[src/rtl/fdc_pkg.sv]
`default_nettype none
// ----------------------------------------------------------------------------
// Flow direction classifier package
// Shared types, codes and default sizes for the classifier block.
// ----------------------------------------------------------------------------
package fdc_pkg;

	// Default table depths.
	localparam int MAX_NETWORKS_DEF = 16;
	localparam int MAX_EXCLUDED_DEF = 16;

	// Fixed field widths.
	localparam int ADDR_W  = 32;
	localparam int BYTES_W = 32;
	localparam int COUNT_W = 5;
	localparam int SLOT_W  = 4;
	localparam int FUNC_W  = 2;
	localparam int REG_IDX_W = 2;

	// Function codes of an input beat.
	typedef enum logic [FUNC_W-1:0] {
		FUNC_CLASSIFY = 2'd0,
		FUNC_WR_NET   = 2'd1,
		FUNC_WR_EXCL  = 2'd2,
		FUNC_NONE     = 2'd3
	} func_t;

	// Verdict codes of a result beat.
	typedef enum logic [1:0] {
		VERDICT_EXCLUDED  = 2'd0,
		VERDICT_USER_SRC  = 2'd1,
		VERDICT_USER_DST  = 2'd2,
		VERDICT_NO_CLIENT = 2'd3
	} verdict_t;

	// Configuration register indexes.
	localparam logic [REG_IDX_W-1:0] REG_NETWORK_COUNT  = 2'd0;
	localparam logic [REG_IDX_W-1:0] REG_EXCLUDED_COUNT = 2'd1;

	// Sequencer states.
	typedef enum logic [2:0] {
		ST_IDLE  = 3'd0,
		ST_EXCL  = 3'd1,
		ST_NET   = 3'd2,
		ST_DRAIN = 3'd3,
		ST_FIN   = 3'd4
	} state_t;

	// Finished classification handed from the sequencer to the output stage.
	typedef struct packed {
		logic                done;
		verdict_t            verdict;
		logic [ADDR_W-1:0]   user_addr;
		logic [ADDR_W-1:0]   remote_addr;
		logic [BYTES_W-1:0]  octets_in;
		logic [BYTES_W-1:0]  octets_out;
	} result_t;

endpackage
`default_nettype wire

[src/rtl/fdc_flow_if.sv]
`default_nettype none
// ----------------------------------------------------------------------------
// Flow input channel
// Valid/ready channel carrying one flow or table-write beat.
// ----------------------------------------------------------------------------
interface fdc_flow_if;
	logic                               valid;
	logic                               ready;
	logic [fdc_pkg::FUNC_W-1:0]         func;
	logic [fdc_pkg::SLOT_W-1:0]         entry_index;
	logic [fdc_pkg::ADDR_W-1:0]         first_addr;
	logic [fdc_pkg::ADDR_W-1:0]         second_addr;
	logic [fdc_pkg::BYTES_W-1:0]        byte_count;

	modport source (
		output valid, func, entry_index, first_addr, second_addr, byte_count,
		input  ready
	);
	modport sink (
		input  valid, func, entry_index, first_addr, second_addr, byte_count,
		output ready
	);
endinterface
`default_nettype wire

[src/rtl/fdc_result_if.sv]
`default_nettype none
// ----------------------------------------------------------------------------
// Result output channel
// Valid/ready channel carrying one classification result beat.
// ----------------------------------------------------------------------------
interface fdc_result_if;
	logic                        valid;
	logic                        ready;
	logic [1:0]                  verdict;
	logic [fdc_pkg::ADDR_W-1:0]  user_addr;
	logic [fdc_pkg::ADDR_W-1:0]  remote_addr;
	logic [fdc_pkg::BYTES_W-1:0] octets_in;
	logic [fdc_pkg::BYTES_W-1:0] octets_out;

	modport source (
		output valid, verdict, user_addr, remote_addr, octets_in, octets_out,
		input  ready
	);
	modport sink (
		input  valid, verdict, user_addr, remote_addr, octets_in, octets_out,
		output ready
	);
endinterface
`default_nettype wire

[src/rtl/flow_direction_classifier_core.sv]
`default_nettype none
// ----------------------------------------------------------------------------
// Flow direction classifier core
// Classifies flows against a client network table and an excluded host list.
// ----------------------------------------------------------------------------
// A flow beat (func classify) starts a walk through the two table memories,
// which have one read port each and are read one entry per cycle: first the
// excluded list, then the network table. The result is presented once the
// walk ends and the output register can take it, and the next beat is taken
// only after that, when the sequencer is back in idle. Table writes
// (func write network, func write excluded) and func code three are taken
// while the sequencer is idle and give no result. The result sits in an
// output register, so a new flow is accepted while the previous result still
// waits to be taken. Table entries are undefined until written; counts reset
// to zero and a count above the table depth acts as the depth.
// ----------------------------------------------------------------------------
module flow_direction_classifier_core #(
	parameter int MAX_NETWORKS = fdc_pkg::MAX_NETWORKS_DEF,
	parameter int MAX_EXCLUDED = fdc_pkg::MAX_EXCLUDED_DEF
) (
	input  wire logic                              clk,
	input  wire logic                              arst_n,
	fdc_flow_if.sink                               flow,
	fdc_result_if.source                           result,
	input  wire logic                              wr_en,
	input  wire logic [fdc_pkg::REG_IDX_W-1:0]     wr_index,
	input  wire logic [fdc_pkg::COUNT_W-1:0]       wr_data
);

	localparam int NAW = (MAX_NETWORKS > 1) ? $clog2(MAX_NETWORKS) : 1;
	localparam int XAW = (MAX_EXCLUDED > 1) ? $clog2(MAX_EXCLUDED) : 1;
	localparam int AW  = fdc_pkg::ADDR_W;

	// Configuration registers.
	logic [fdc_pkg::COUNT_W-1:0] network_count_q, excluded_count_q;

	always_ff @(posedge clk or negedge arst_n) begin
		if (!arst_n) begin
			network_count_q  <= '0;
			excluded_count_q <= '0;
		end else if (wr_en) begin
			if (wr_index == fdc_pkg::REG_NETWORK_COUNT) begin
				network_count_q <= wr_data;
			end
			if (wr_index == fdc_pkg::REG_EXCLUDED_COUNT) begin
				excluded_count_q <= wr_data;
			end
		end
	end

	// Input beat decoding. The sequencer is ready only when idle, so a table
	// write never overlaps a walk through the same memory.
	logic seq_idle, flow_beat, start, net_we, excl_we;

	assign flow.ready = seq_idle;
	assign flow_beat  = flow.valid && flow.ready;
	assign start      = flow_beat && (flow.func == fdc_pkg::FUNC_CLASSIFY);
	// Writes to a slot beyond the table depth are dropped.
	assign net_we     = flow_beat && (flow.func == fdc_pkg::FUNC_WR_NET) &&
		(32'(flow.entry_index) < MAX_NETWORKS);
	assign excl_we    = flow_beat && (flow.func == fdc_pkg::FUNC_WR_EXCL) &&
		(32'(flow.entry_index) < MAX_EXCLUDED);

	// Table memories: network entries keep address and mask side by side.
	logic [XAW-1:0]    excl_raddr;
	logic [NAW-1:0]    net_raddr;
	logic [AW-1:0]     excl_rdata;
	logic [2*AW-1:0]   net_rdata;

	fdc_ram #(
		.WIDTH (2*AW),
		.DEPTH (MAX_NETWORKS)
	) u_net_ram (
		.clk   (clk),
		.we    (net_we),
		.waddr (NAW'(flow.entry_index)),
		.wdata ({flow.first_addr, flow.second_addr}),
		.raddr (net_raddr),
		.rdata (net_rdata)
	);

	fdc_ram #(
		.WIDTH (AW),
		.DEPTH (MAX_EXCLUDED)
	) u_excl_ram (
		.clk   (clk),
		.we    (excl_we),
		.waddr (XAW'(flow.entry_index)),
		.wdata (flow.first_addr),
		.raddr (excl_raddr),
		.rdata (excl_rdata)
	);

	// Output register state; the sequencer holds its result while it is busy.
	logic             out_vld_q;
	logic             out_busy;
	fdc_pkg::result_t res;

	assign out_busy = out_vld_q && !result.ready;

	fdc_seq #(
		.MAX_NETWORKS (MAX_NETWORKS),
		.MAX_EXCLUDED (MAX_EXCLUDED)
	) u_seq (
		.clk            (clk),
		.arst_n         (arst_n),
		.start          (start),
		.src_addr       (flow.first_addr),
		.dst_addr       (flow.second_addr),
		.bytes          (flow.byte_count),
		.network_count  (network_count_q),
		.excluded_count (excluded_count_q),
		.excl_rdata     (excl_rdata),
		.net_rdata      (net_rdata),
		.out_busy       (out_busy),
		.excl_raddr     (excl_raddr),
		.net_raddr      (net_raddr),
		.idle           (seq_idle),
		.res            (res)
	);

	// Output register. A finished result is loaded only when the register is
	// empty or its current beat is being taken in the same cycle.
	logic [1:0]                  verdict_q;
	logic [AW-1:0]               user_addr_q, remote_addr_q;
	logic [fdc_pkg::BYTES_W-1:0] octets_in_q, octets_out_q;

	always_ff @(posedge clk or negedge arst_n) begin
		if (!arst_n) begin
			out_vld_q <= 1'b0;
		end else if (res.done) begin
			out_vld_q <= 1'b1;
		end else if (result.ready) begin
			out_vld_q <= 1'b0;
		end
	end

	always_ff @(posedge clk) begin
		if (res.done) begin
			verdict_q     <= res.verdict;
			user_addr_q   <= res.user_addr;
			remote_addr_q <= res.remote_addr;
			octets_in_q   <= res.octets_in;
			octets_out_q  <= res.octets_out;
		end
	end

	assign result.valid       = out_vld_q;
	assign result.verdict     = verdict_q;
	assign result.user_addr   = user_addr_q;
	assign result.remote_addr = remote_addr_q;
	assign result.octets_in   = octets_in_q;
	assign result.octets_out  = octets_out_q;

`ifndef SYNTH
	// A classify beat starts a walk, so the input side closes right after it.
	a_busy_after_classify: assert property (@(posedge clk) disable iff (!arst_n)
		(flow.valid && flow.ready && flow.func == fdc_pkg::FUNC_CLASSIFY) |=> !flow.ready)
		else $error("input still ready after a classify beat");

	// Excluded and no-client results carry no addresses and no octets.
	a_no_client_zero: assert property (@(posedge clk) disable iff (!arst_n)
		(result.valid && result.verdict != fdc_pkg::VERDICT_USER_SRC &&
		 result.verdict != fdc_pkg::VERDICT_USER_DST) |->
		(result.user_addr == '0 && result.remote_addr == '0 &&
		 result.octets_in == '0 && result.octets_out == '0))
		else $error("addresses or octets set on a result without a user");

	// A source-side result carries no inbound octets.
	a_octets_direction: assert property (@(posedge clk) disable iff (!arst_n)
		(result.valid && result.verdict == fdc_pkg::VERDICT_USER_SRC) |->
		(result.octets_in == '0 && result.user_addr != result.remote_addr ||
		 result.octets_in == '0))
		else $error("inbound octets on a source-side result");

	// A new result is only loaded when the output register can take it.
	a_no_overwrite: assert property (@(posedge clk) disable iff (!arst_n)
		res.done |-> (!out_vld_q || result.ready))
		else $error("result loaded over a beat not yet taken");
`endif

endmodule
`default_nettype wire

[src/rtl/fdc_ram.sv]
`default_nettype none
// ----------------------------------------------------------------------------
// Generic RAM
// One write port, one read port, read data registered.
// ----------------------------------------------------------------------------
module fdc_ram #(
	parameter int WIDTH = 32,
	parameter int DEPTH = 16,
	localparam int AW = (DEPTH > 1) ? $clog2(DEPTH) : 1
) (
	input  wire logic             clk,
	input  wire logic             we,
	input  wire logic [AW-1:0]    waddr,
	input  wire logic [WIDTH-1:0] wdata,
	input  wire logic [AW-1:0]    raddr,
	output logic      [WIDTH-1:0] rdata
);

	logic [WIDTH-1:0] mem_q [DEPTH];

	always_ff @(posedge clk) begin
		if (we) begin
			mem_q[waddr] <= wdata;
		end
		rdata <= mem_q[raddr];
	end

endmodule
`default_nettype wire

[src/rtl/fdc_seq.sv]
`default_nettype none
// ----------------------------------------------------------------------------
// Classifier sequencer
// Walks the excluded list and the network table, one entry per cycle,
// and builds the verdict of one flow.
// ----------------------------------------------------------------------------
module fdc_seq #(
	parameter int MAX_NETWORKS = fdc_pkg::MAX_NETWORKS_DEF,
	parameter int MAX_EXCLUDED = fdc_pkg::MAX_EXCLUDED_DEF,
	localparam int NAW = (MAX_NETWORKS > 1) ? $clog2(MAX_NETWORKS) : 1,
	localparam int XAW = (MAX_EXCLUDED > 1) ? $clog2(MAX_EXCLUDED) : 1
) (
	input  wire logic                          clk,
	input  wire logic                          arst_n,
	input  wire logic                          start,
	input  wire logic [fdc_pkg::ADDR_W-1:0]    src_addr,
	input  wire logic [fdc_pkg::ADDR_W-1:0]    dst_addr,
	input  wire logic [fdc_pkg::BYTES_W-1:0]   bytes,
	input  wire logic [fdc_pkg::COUNT_W-1:0]   network_count,
	input  wire logic [fdc_pkg::COUNT_W-1:0]   excluded_count,
	input  wire logic [fdc_pkg::ADDR_W-1:0]    excl_rdata,
	input  wire logic [2*fdc_pkg::ADDR_W-1:0]  net_rdata,
	input  wire logic                          out_busy,
	output logic      [XAW-1:0]                excl_raddr,
	output logic      [NAW-1:0]                net_raddr,
	output logic                               idle,
	output fdc_pkg::result_t                   res
);

	localparam int AW = fdc_pkg::ADDR_W;

	fdc_pkg::state_t state_q, state_nxt;

	logic [fdc_pkg::COUNT_W-1:0] idx_q;
	logic [fdc_pkg::COUNT_W-1:0] net_lim, excl_lim;
	logic [AW-1:0]               src_q, dst_q;
	logic [fdc_pkg::BYTES_W-1:0] bytes_q;
	logic                        xcmp_q, ncmp_q;
	logic                        excl_hit_q, src_hit_q, dst_hit_q;
	logic [AW-1:0]               net_addr, net_mask;

	// Counts above the table depth saturate at the depth.
	assign net_lim  = (32'(network_count) > MAX_NETWORKS) ?
		fdc_pkg::COUNT_W'(MAX_NETWORKS) : network_count;
	assign excl_lim = (32'(excluded_count) > MAX_EXCLUDED) ?
		fdc_pkg::COUNT_W'(MAX_EXCLUDED) : excluded_count;

	assign net_addr = net_rdata[2*AW-1:AW];
	assign net_mask = net_rdata[AW-1:0];

	always_comb begin
		state_nxt = state_q;
		case (state_q)
			fdc_pkg::ST_IDLE: begin
				if (start) state_nxt = fdc_pkg::ST_EXCL;
			end
			fdc_pkg::ST_EXCL: begin
				if (idx_q >= excl_lim) state_nxt = fdc_pkg::ST_NET;
			end
			fdc_pkg::ST_NET: begin
				if (idx_q >= net_lim) state_nxt = fdc_pkg::ST_DRAIN;
			end
			fdc_pkg::ST_DRAIN: begin
				state_nxt = fdc_pkg::ST_FIN;
			end
			fdc_pkg::ST_FIN: begin
				if (!out_busy) state_nxt = fdc_pkg::ST_IDLE;
			end
			default: begin
				state_nxt = fdc_pkg::ST_IDLE;
			end
		endcase
	end

	always_ff @(posedge clk or negedge arst_n) begin
		if (!arst_n) begin
			state_q    <= fdc_pkg::ST_IDLE;
			idx_q      <= '0;
			xcmp_q     <= 1'b0;
			ncmp_q     <= 1'b0;
			excl_hit_q <= 1'b0;
			src_hit_q  <= 1'b0;
			dst_hit_q  <= 1'b0;
		end else begin
			state_q <= state_nxt;
			xcmp_q  <= (state_q == fdc_pkg::ST_EXCL) && (idx_q < excl_lim);
			ncmp_q  <= (state_q == fdc_pkg::ST_NET) && (idx_q < net_lim);

			if ((state_q == fdc_pkg::ST_EXCL && idx_q < excl_lim) ||
			    (state_q == fdc_pkg::ST_NET && idx_q < net_lim)) begin
				idx_q <= idx_q + 1'b1;
			end else begin
				idx_q <= '0;
			end

			if (start && state_q == fdc_pkg::ST_IDLE) begin
				excl_hit_q <= 1'b0;
				src_hit_q  <= 1'b0;
				dst_hit_q  <= 1'b0;
			end else begin
				if (xcmp_q && (excl_rdata == src_q || excl_rdata == dst_q)) begin
					excl_hit_q <= 1'b1;
				end
				if (ncmp_q && ((src_q & net_mask) == (net_addr & net_mask))) begin
					src_hit_q <= 1'b1;
				end
				if (ncmp_q && ((dst_q & net_mask) == (net_addr & net_mask))) begin
					dst_hit_q <= 1'b1;
				end
			end
		end
	end

	// Flow fields are held for the whole walk.
	always_ff @(posedge clk) begin
		if (start && state_q == fdc_pkg::ST_IDLE) begin
			src_q   <= src_addr;
			dst_q   <= dst_addr;
			bytes_q <= bytes;
		end
	end

	always_comb begin
		idle       = (state_q == fdc_pkg::ST_IDLE);
		excl_raddr = XAW'(idx_q);
		net_raddr  = NAW'(idx_q);

		res             = '0;
		res.done        = (state_q == fdc_pkg::ST_FIN) && !out_busy;
		res.verdict     = fdc_pkg::VERDICT_NO_CLIENT;
		if (excl_hit_q) begin
			res.verdict = fdc_pkg::VERDICT_EXCLUDED;
		end else if (src_hit_q) begin
			res.verdict     = fdc_pkg::VERDICT_USER_SRC;
			res.user_addr   = src_q;
			res.remote_addr = dst_q;
			res.octets_out  = bytes_q;
		end else if (dst_hit_q) begin
			res.verdict     = fdc_pkg::VERDICT_USER_DST;
			res.user_addr   = dst_q;
			res.remote_addr = src_q;
			res.octets_in   = bytes_q;
		end
	end

endmodule
`default_nettype wire
[src/flat_wrapper.sv]
// flat-port wrapper written by rule: the top's interface ports become plain ports
module flow_direction_classifier_core_flat 
#(
	parameter int MAX_NETWORKS = fdc_pkg::MAX_NETWORKS_DEF,
	parameter int MAX_EXCLUDED = fdc_pkg::MAX_EXCLUDED_DEF
)
  (clk, arst_n, wr_en, wr_index, wr_data, flow_valid, flow_func, flow_entry_index, flow_first_addr, flow_second_addr, flow_byte_count, flow_ready, result_valid, result_verdict, result_user_addr, result_remote_addr, result_octets_in, result_octets_out, result_ready);
  fdc_flow_if flow_i ();
  fdc_result_if result_i ();
  input  wire logic clk;
  input  wire logic arst_n;
  input  wire logic wr_en;
  input  wire logic [fdc_pkg::REG_IDX_W-1:0] wr_index;
  input  wire logic [fdc_pkg::COUNT_W-1:0] wr_data;
  input wire logic [$bits(flow_i.valid)-1:0] flow_valid;
  input wire logic [$bits(flow_i.func)-1:0] flow_func;
  input wire logic [$bits(flow_i.entry_index)-1:0] flow_entry_index;
  input wire logic [$bits(flow_i.first_addr)-1:0] flow_first_addr;
  input wire logic [$bits(flow_i.second_addr)-1:0] flow_second_addr;
  input wire logic [$bits(flow_i.byte_count)-1:0] flow_byte_count;
  output wire logic [$bits(flow_i.ready)-1:0] flow_ready;
  output wire logic [$bits(result_i.valid)-1:0] result_valid;
  output wire logic [$bits(result_i.verdict)-1:0] result_verdict;
  output wire logic [$bits(result_i.user_addr)-1:0] result_user_addr;
  output wire logic [$bits(result_i.remote_addr)-1:0] result_remote_addr;
  output wire logic [$bits(result_i.octets_in)-1:0] result_octets_in;
  output wire logic [$bits(result_i.octets_out)-1:0] result_octets_out;
  input wire logic [$bits(result_i.ready)-1:0] result_ready;
  assign flow_i.valid = flow_valid;
  assign flow_i.func = flow_func;
  assign flow_i.entry_index = flow_entry_index;
  assign flow_i.first_addr = flow_first_addr;
  assign flow_i.second_addr = flow_second_addr;
  assign flow_i.byte_count = flow_byte_count;
  assign flow_ready = flow_i.ready;
  assign result_valid = result_i.valid;
  assign result_verdict = result_i.verdict;
  assign result_user_addr = result_i.user_addr;
  assign result_remote_addr = result_i.remote_addr;
  assign result_octets_in = result_i.octets_in;
  assign result_octets_out = result_i.octets_out;
  assign result_i.ready = result_ready;
  flow_direction_classifier_core #(.MAX_NETWORKS(MAX_NETWORKS), .MAX_EXCLUDED(MAX_EXCLUDED)) u_core (.clk(clk), .arst_n(arst_n), .flow(flow_i), .result(result_i), .wr_en(wr_en), .wr_index(wr_index), .wr_data(wr_data));
endmodule
[config.mk]
export PLATFORM = sky130hd
export DESIGN_NAME = flow_direction_classifier_core_flat
export DESIGN_NICKNAME = d
export VERILOG_FILES = /design/src/rtl/fdc_pkg.sv /design/src/rtl/fdc_flow_if.sv /design/src/rtl/fdc_result_if.sv /design/src/rtl/flow_direction_classifier_core.sv /design/src/rtl/fdc_ram.sv /design/src/rtl/fdc_seq.sv /design/src/flat_wrapper.sv
export SDC_FILE = /design/constraint.sdc
export NUM_CORES = 2
export LEC_CHECK = 0
export BUFFER_PORTS_ARGS = -buffer_cell sky130_fd_sc_hd__buf_2
export CORE_MARGIN = 2
export CORE_UTILIZATION = 50
export CTS_BUF_LIST = sky130_fd_sc_hd__clkbuf_4
export CTS_CLUSTER_DIAMETER = 60
export DETAILED_ROUTE_END_ITERATION = 8
export PLACE_DENSITY = 0.65
export SETUP_SLACK_MARGIN = 0.05
export SKIP_LAST_GASP = 1
export SYNTH_ARGS = -nofsm -noshare
export SYNTH_HDL_FRONTEND = slang
export SYNTH_SLANG_ARGS = --single-unit
[constraint.sdc]
create_clock -name clk -period 10.16 [get_ports clk]
set_clock_uncertainty 0.2 [all_clocks]
set_input_delay 1.016 -clock clk [delete_from_list [all_inputs] [get_ports clk]]
set_output_delay 1.016 -clock clk [all_outputs]
set_load 0.02 [all_outputs]
* Yosys cells after proc, flatten, opt, wreduce, memory -nomap -nowiden
Memories as Yosys holds them, arrays and structs flattened. A register that Yosys moved wholly into a read port is not among the register bits. Index checks and enable logic that the tools add are counted.
Word-level totals: register bits after elaboration 250, output and inout port bits 132, memory bits (writable) 1536, input port bits 114, memories kept 2, logic and storage cells 99
Cells by class: add/sub/neg operators 1, eq/ne operators 15, reduce and logical (&&, ||, !) cells 29, order comparisons 6, bitwise operators 5, muxes and demuxes 22
Memory list:
- u_core.u_net_ram.mem_q | words 16, width 64, rd ports 1, clocked after memory_dff 1, write ports 1, RTL line fdc_ram.sv:19 | logic [WIDTH-1:0] mem_q [DEPTH];
- u_core.u_excl_ram.mem_q | words 16, width 32, rd ports 1, clocked after memory_dff 1, write ports 1, RTL line fdc_ram.sv:19
Operators with widths (count):
- equality test 32 bit | 4
- 2-to-1 mux 97 bit | 1
- bitwise AND 32 bit | 3
- 2-to-1 mux 65 bit | 1
- 2-to-1 mux 5 bit | 3
- case mux 3 bit (5 select lines) | 1
- logical AND 1 bit | 12
- 2-to-1 mux 1 bit | 12
- 2-to-1 mux 3 bit | 4
- greater-or-equal comparator 5 bit | 2
- > comparator 5 bit (second input constant) | 2
- < comparator 5 bit | 2
- inequality test 2 bit (second input constant) | 4
- nonzero test 2 bit | 4
- equality test 3 x 2 -> 1 bit (second input constant) | 2
- adder 5 x 1 -> 5 bit (second input constant) | 1
- equality test 2 x 1 -> 1 bit (second input constant) | 2
- logical NOT 2 bit | 2
- AND reduction 2 bit | 2
- AND reduction 4 bit | 1
- OR reduction 2 bit | 2
- equality test 3 x 1 -> 1 bit (second input constant) | 1
- equality test 3 bit (second input constant) | 1
- logical NOT 3 bit | 1
- 5 further kinds | 8

* Depth between registers and ports, before layout
word-level depth 6, depth in mapped cells 11

* Cells and area by module
Synthesis repeated with hierarchy kept, for this count alone.
Second synthesis, totals: cells, all modules 3220, area total of the unflattened synthesis 70268.6 µm²
Modules (own cells, without submodules):
- fdc_ram (u_core.u_net_ram) | cells an instance 1647, instances 1, area each 39581.7 µm², sequential area each 32030.7 µm²
- fdc_ram (u_core.u_excl_ram) | cells an instance 838, instances 1, area each 19854.0 µm², sequential area each 16015.4 µm²
- fdc_seq | cells an instance 576, instances 1, area each 6478.7 µm², sequential area each 3208.1 µm²
- flow_direction_classifier_core | cells an instance 159, instances 1, area each 4354.2 µm², sequential area each 4179.0 µm²

* Worst setup path after synthesis
Ideal clock, no wire load.
kind reg-to-reg, from register u_core.u_seq.state_q[1], to register u_core.u_seq.src_hit_q, arrival 8564 ps, slack 966 ps, data required time 9530 ps, library setup time 430 ps, cell stages (with the launch flop) 7, cells stage by stage dfrtp_1 > clkbuf_1 > nor3_1 > nand2_1 > nor3_1 > nand4b_1 > o22ai_1
On the way: longest elaborated chain between the ends 5, elaborated cells between the ends (all ways) 6
RTL lines:
- start, declared | RTL line fdc_seq.sv:32 | fdc_pkg::state_t state_q, state_nxt;
- start signal, assigned | RTL line fdc_seq.sv:77 | state_q <= fdc_pkg::ST_IDLE;
- start signal, assigned | RTL line fdc_seq.sv:85 | state_q <= state_nxt;
- logical NOT 3 bit * | RTL line fdc_seq.sv:124 | idle = (state_q == fdc_pkg::ST_IDLE);
- named net flow_ready | RTL line flat_wrapper.sv:21 | output wire logic [$bits(flow_i.ready)-1:0] flow_ready;
- logical AND 1 bit | RTL line flow_direction_classifier_core.sv:56 | assign flow_beat = flow.valid && flow.ready;
- logical AND 1 bit | RTL line flow_direction_classifier_core.sv:57 | assign start = flow_beat && (flow.func == fdc_pkg::FUNC_CLASSIFY);
- logical AND 1 bit * | RTL line fdc_seq.sv:96 | if (start && state_q == fdc_pkg::ST_IDLE) begin
- 2-to-1 mux 1 bit / nonzero test 2 bit (equally long branches)
- end signal, assigned | RTL line fdc_seq.sv:82 | src_hit_q <= 1'b0;
- end signal, assigned | RTL line fdc_seq.sv:98 | src_hit_q <= 1'b0;
- end signal, assigned | RTL line fdc_seq.sv:105 | src_hit_q <= 1'b1;
- end, declared | RTL line fdc_seq.sv:39 | logic excl_hit_q, src_hit_q, dst_hit_q;
The timed path passes the listed nets; every way through them passes the cells marked *. A chain may end at the register's enable or synchronous reset.

* Final worst setup path
from register u_core.u_seq.state_q[2], to memory u_core.u_net_ram.mem_q[3][56] in the netlist's numbering (enable)
On the way: longest elaborated chain between the ends 5
RTL lines:
- logical NOT 3 bit | RTL line fdc_seq.sv:124
- logical AND 1 bit | RTL line flow_direction_classifier_core.sv:56
- logical AND 1 bit | RTL line flow_direction_classifier_core.sv:59 | assign net_we = flow_beat && (flow.func == fdc_pkg::FUNC_WR_NET) &&
- 2-to-1 mux 1 bit | RTL line fdc_ram.sv:22 | if (we) begin
- 2-to-1 mux 1 bit (not written as such) | RTL line fdc_ram.sv:23 | mem_q[waddr] <= wdata;
- end, declared | RTL line fdc_ram.sv:19
Every way passes these cells.

==> metrics.md <==
| Metric | Value |
|---|---|
| Worst Tran Pin Value | 1.13 ns |
| Dpl ws | around 5.7 ns |
| GRT busiest layer | met2 |
| Ys flop type | edfxtp_1 |
| Mapped Nets | 3127 |
| Rel. slew slack | between 20% and 30% |
| CP Buf/Inv Count | 1 |
| Routed length per instance | about 29 um |
| Layout cells sized above 1 | 37.7% |
| Min Tclk post-route | ~4.3 ns |
| Final Cycle Share | 42.1% |
| Crit Path Class | reg2reg |
| RSZ-0062 raised after global routing | no |
| Crit start category | flop |
| Worst path slowest cell | buf_4 |
| Cell family with most CP delay | simple AND/OR/NAND/NOR gates |
| WL final | 173 mm |
| Post-route setup slack | 5.89 ns |
| DR vias | 34964 |
| Max-slew violations | 0 |
| Number of synthesized flops with an enable pin | 1762 |
| Nets | 3852 |
| Yosys top cell area share | 75.1% |
| DPL Wire Length | between 100 and 150 mm |
| CP Cell Sequence | nor3_1 > nand2_1 > nor3b_1 > nand3_1 > nor2_4 > buf_4 |
| Multi-input gate area | 0.0145 sq mm |
| CTS tree | done |
| CP Max Fanout | 47 |
| GRT Overall Usage | 24.0% |
| Antenna Nets Post-Route | 0 |
| Pleak | 26.0 nW |
| Drt pass-1 iters | 7 |
| Asr flop ratio synth | 1.28% |
| P per Cell Area | 233 mW/mm^2 |
| Post-synth top area cell | edfxtp_1 |
| Worst-Skew Late Latency | 1.35 ns |
| Starting Density | 50.5% |
| WP depth | 6 |
| Syn avg cell area | 23.5 sq um |
| Register area | around 0.055 sq mm |
| Setup TNS Final | 0 ns |
| GR Layer Usage met1 | 32.9% |
| Die Span Y | 380 um |
| Mapped Area | between 0.07 and 0.08 sq mm |
| Total congestion overflow | 0 |
| Cell variety after synth | 51 |
| Maxcap violations | 0 |
| Ports | 246 |
| CTS clk-pin slew, worst paths | 0.07 ns |
| Max Clock Freq | 234 MHz |
| Hold Buf Count CTS | approximately 100 |
| Worst vdd rail ir drop | roughly 0.21 mV |
| Commonest cells post-synth | 1762 x edfxtp_1, 477 x mux4_2, 96 x dfxtp_1 |
| Core Box Area | 0.140 sq mm |
| First-pass GRT wire length | 248 mm |
| CTS max path bufs | 4 |
| Vias in the first global route | 35784 |
| Max incr delay on CP | about 0.81 ns |
| CTS resizes | 0 |
| DR DRC count | 0 |
| IO Port Bufs | 245 |
| CTS Buf Count | 458 |
| Drt via density | 5.84 |
| Final GP Congestion | between 0.9 and 1 |
| Syn Inst Count | roughly 3000 |
| Setup bufs post-CTS | 0 |
| Clock sinks | 1882 |
| Die area | 0.144 sq mm |
| Hold Crit Depth | 1 |
| Pin count of the biggest net entering global routing | 161 |
| Layout overhead on the synthesized area | 14.7% |
| Row count | 137 |
| H-Tree Depth | 5 |
| Met2 Resource Use GR | 37.7% |
| Hold Path Class | in2reg |
| Root buffer cell | clkbuf_4 |
| Seq/Total Area, Yosys | between 70% and 80% |
| Top post-synthesis cells by area | edfxtp_1 75%, mux4_2 15%, dfxtp_1 2.7%, dfrtp_1 0.85%, a22o_1 0.83% |
| Setup-failing EPs final | 0 |
| Endpoints failing hold | 0 |
| Chip width | 380 um |
| Most common cell in the netlist | edfxtp_1 |
| Filler cells | 10135 |
| Status | finished clean |
| Antenna violations before repair | 7 |
| Met3 global-route usage | 6.39% |
| R2R depth | 6 |
| CP Capture Type | flop |
| Yosys warns | 0 |
| WP data required | 10.84 ns |
| Critical Path AT | 4.96 ns |
| Initial DRC Count | approximately 3700 |
| Yosys reg bits | approximately 1900 |
-- worst paths after layout --
| path | startpoint | end | slack [ns] |
|---|---|---|---|
| setup / recovery | u_core.u_seq.state_q[2] | u_core.u_net_ram.mem_q[3][56] | 5.89 |
| hold / removal | flow_first_addr[19] | u_core.u_excl_ram.mem_q[8][19] | 0.15 |
| setup reg to reg | u_core.u_seq.state_q[2] | u_core.u_net_ram.mem_q[3][56] | 5.89 |
| hold reg to reg | u_core.network_count_q[2] | u_core.network_count_q[2] | 0.32 |
| max in group asynchronous | arst_n | u_core.u_seq.dst_hit_q | 7.95 |
| min in group asynchronous | arst_n | u_core.u_seq.excl_hit_q | 0.61 |
-- area by class of cell --
cell class / count / share of cell area, %
Antenna cell: 5 / 0.0155
Clock buffer: 696 / 6.46
Clock inverter: 138 / 0.746
Inverter: 9 / 0.0418
Multi-Input combinational cell: 979 / 17.9
Sequential cell: 1882 / 68.6
Tap cell: 1876 / 2.90
Timing Repair Buffer: 397 / 3.33
-- registers in the layout, indices dropped and copies added, names as in the netlist, 32 cells and up --
register / count
u_core.u_net_ram.mem_q: 1024
u_core.u_excl_ram.mem_q: 512
u_core.u_net_ram.rdata: 64
u_core.result.octets_in: 32
u_core.result.octets_out: 32
u_core.result.remote_addr: 32
u_core.result.user_addr: 32
u_core.u_excl_ram.rdata: 32
u_core.u_seq.bytes_q: 32
u_core.u_seq.dst_q: 32
u_core.u_seq.src_q: 32
-- report_power, final --
group | switching [mW] | internal (mW)
sequential | 0.561 | 8.86
combinational | 1.68 | 1.65
clock | 2.88 | 3.17
-- cell families (layout without fill, tap and decap cells) --
group | Yosys count | in the layout | synth area share (%)
DFF | 1882 | 1882 | 78.6
muxes | 489 | 489 | 15.5
and+or+nand+nor | 253 | 253 | 1.89
buffers and inverters | 141 | 1240 | 1.18
AOI/OAI and AO/OA | 130 | 130 | 1.43
xor gates and xnor gates | 96 | 96 | 1.19
adders and majority gates | 11 | 11 | 0.195
other | 0 | 5 | 0
-- metal layers --
layer  up-vias  wire length (um)
li1      14493                 -
met1     18301             68300
met2      1913             83500
met3       257             16400
met4         0              4330
met5         -                 0
-- placed cells by master, fill, tap and decap left out, types with 5 or more instances in the layout --
| master | synthesis | final |
|---|---|---|
| mux2_2 | 9 | 9 |
| nand3_1 | 7 | 7 |
| nand4_1 | 20 | 20 |
| a22o_1 | 67 | 67 |
| diode_2 | 0 | 5 |
| buf_4 | 1 | 43 |
| and2_1 | 65 | 65 |
| nor4_1 | 8 | 8 |
| nor2b_1 | 10 | 10 |
| nand2_1 | 63 | 63 |
| ha_1 | 11 | 11 |
| o22ai_1 | 15 | 15 |
| buf_12 | 1 | 5 |
| xnor2_1 | 66 | 66 |
| dlygate4sd3_1 | 0 | 104 |
| xor2_1 | 30 | 30 |
| o21ai_0 | 13 | 13 |
| mux4_2 | 477 | 477 |
| nand3b_1 | 14 | 14 |
| clkinv_1 | 0 | 109 |
| dfxtp_1 | 96 | 96 |
| nor2_1 | 46 | 13 |
| clkinv_2 | 0 | 23 |
| buf_2 | 9 | 245 |
| nor2_4 | 0 | 33 |
| a21oi_1 | 8 | 8 |
| edfxtp_1 | 1762 | 1762 |
| clkbuf_4 | 0 | 696 |
| dfrtp_1 | 24 | 20 |
| inv_1 | 9 | 9 |
-- through the flow --
step | util (%) | cells | cell area [sq um] | hold slack, ns | power, mW
2_1_floorplan | - | 3002 | 70500 | 0.271 | 11.7
3_3_place_gp | 53.0 | 5039 | 74000 | 0.288 | 12.8
3_5_place_dp | 53.0 | 5039 | 74000 | 0.301 | 12.9
4_1_cts | 57.9 | 5977 | 80800 | 0.0115 | 19.0
5_1_grt | 57.9 | 5982 | 80900 | 0.0473 | 19.6
6_report | 57.9 | 5982 | 80900 | 0.147 | 18.8
No activity file was read; power rests on OpenSTA's default activity.
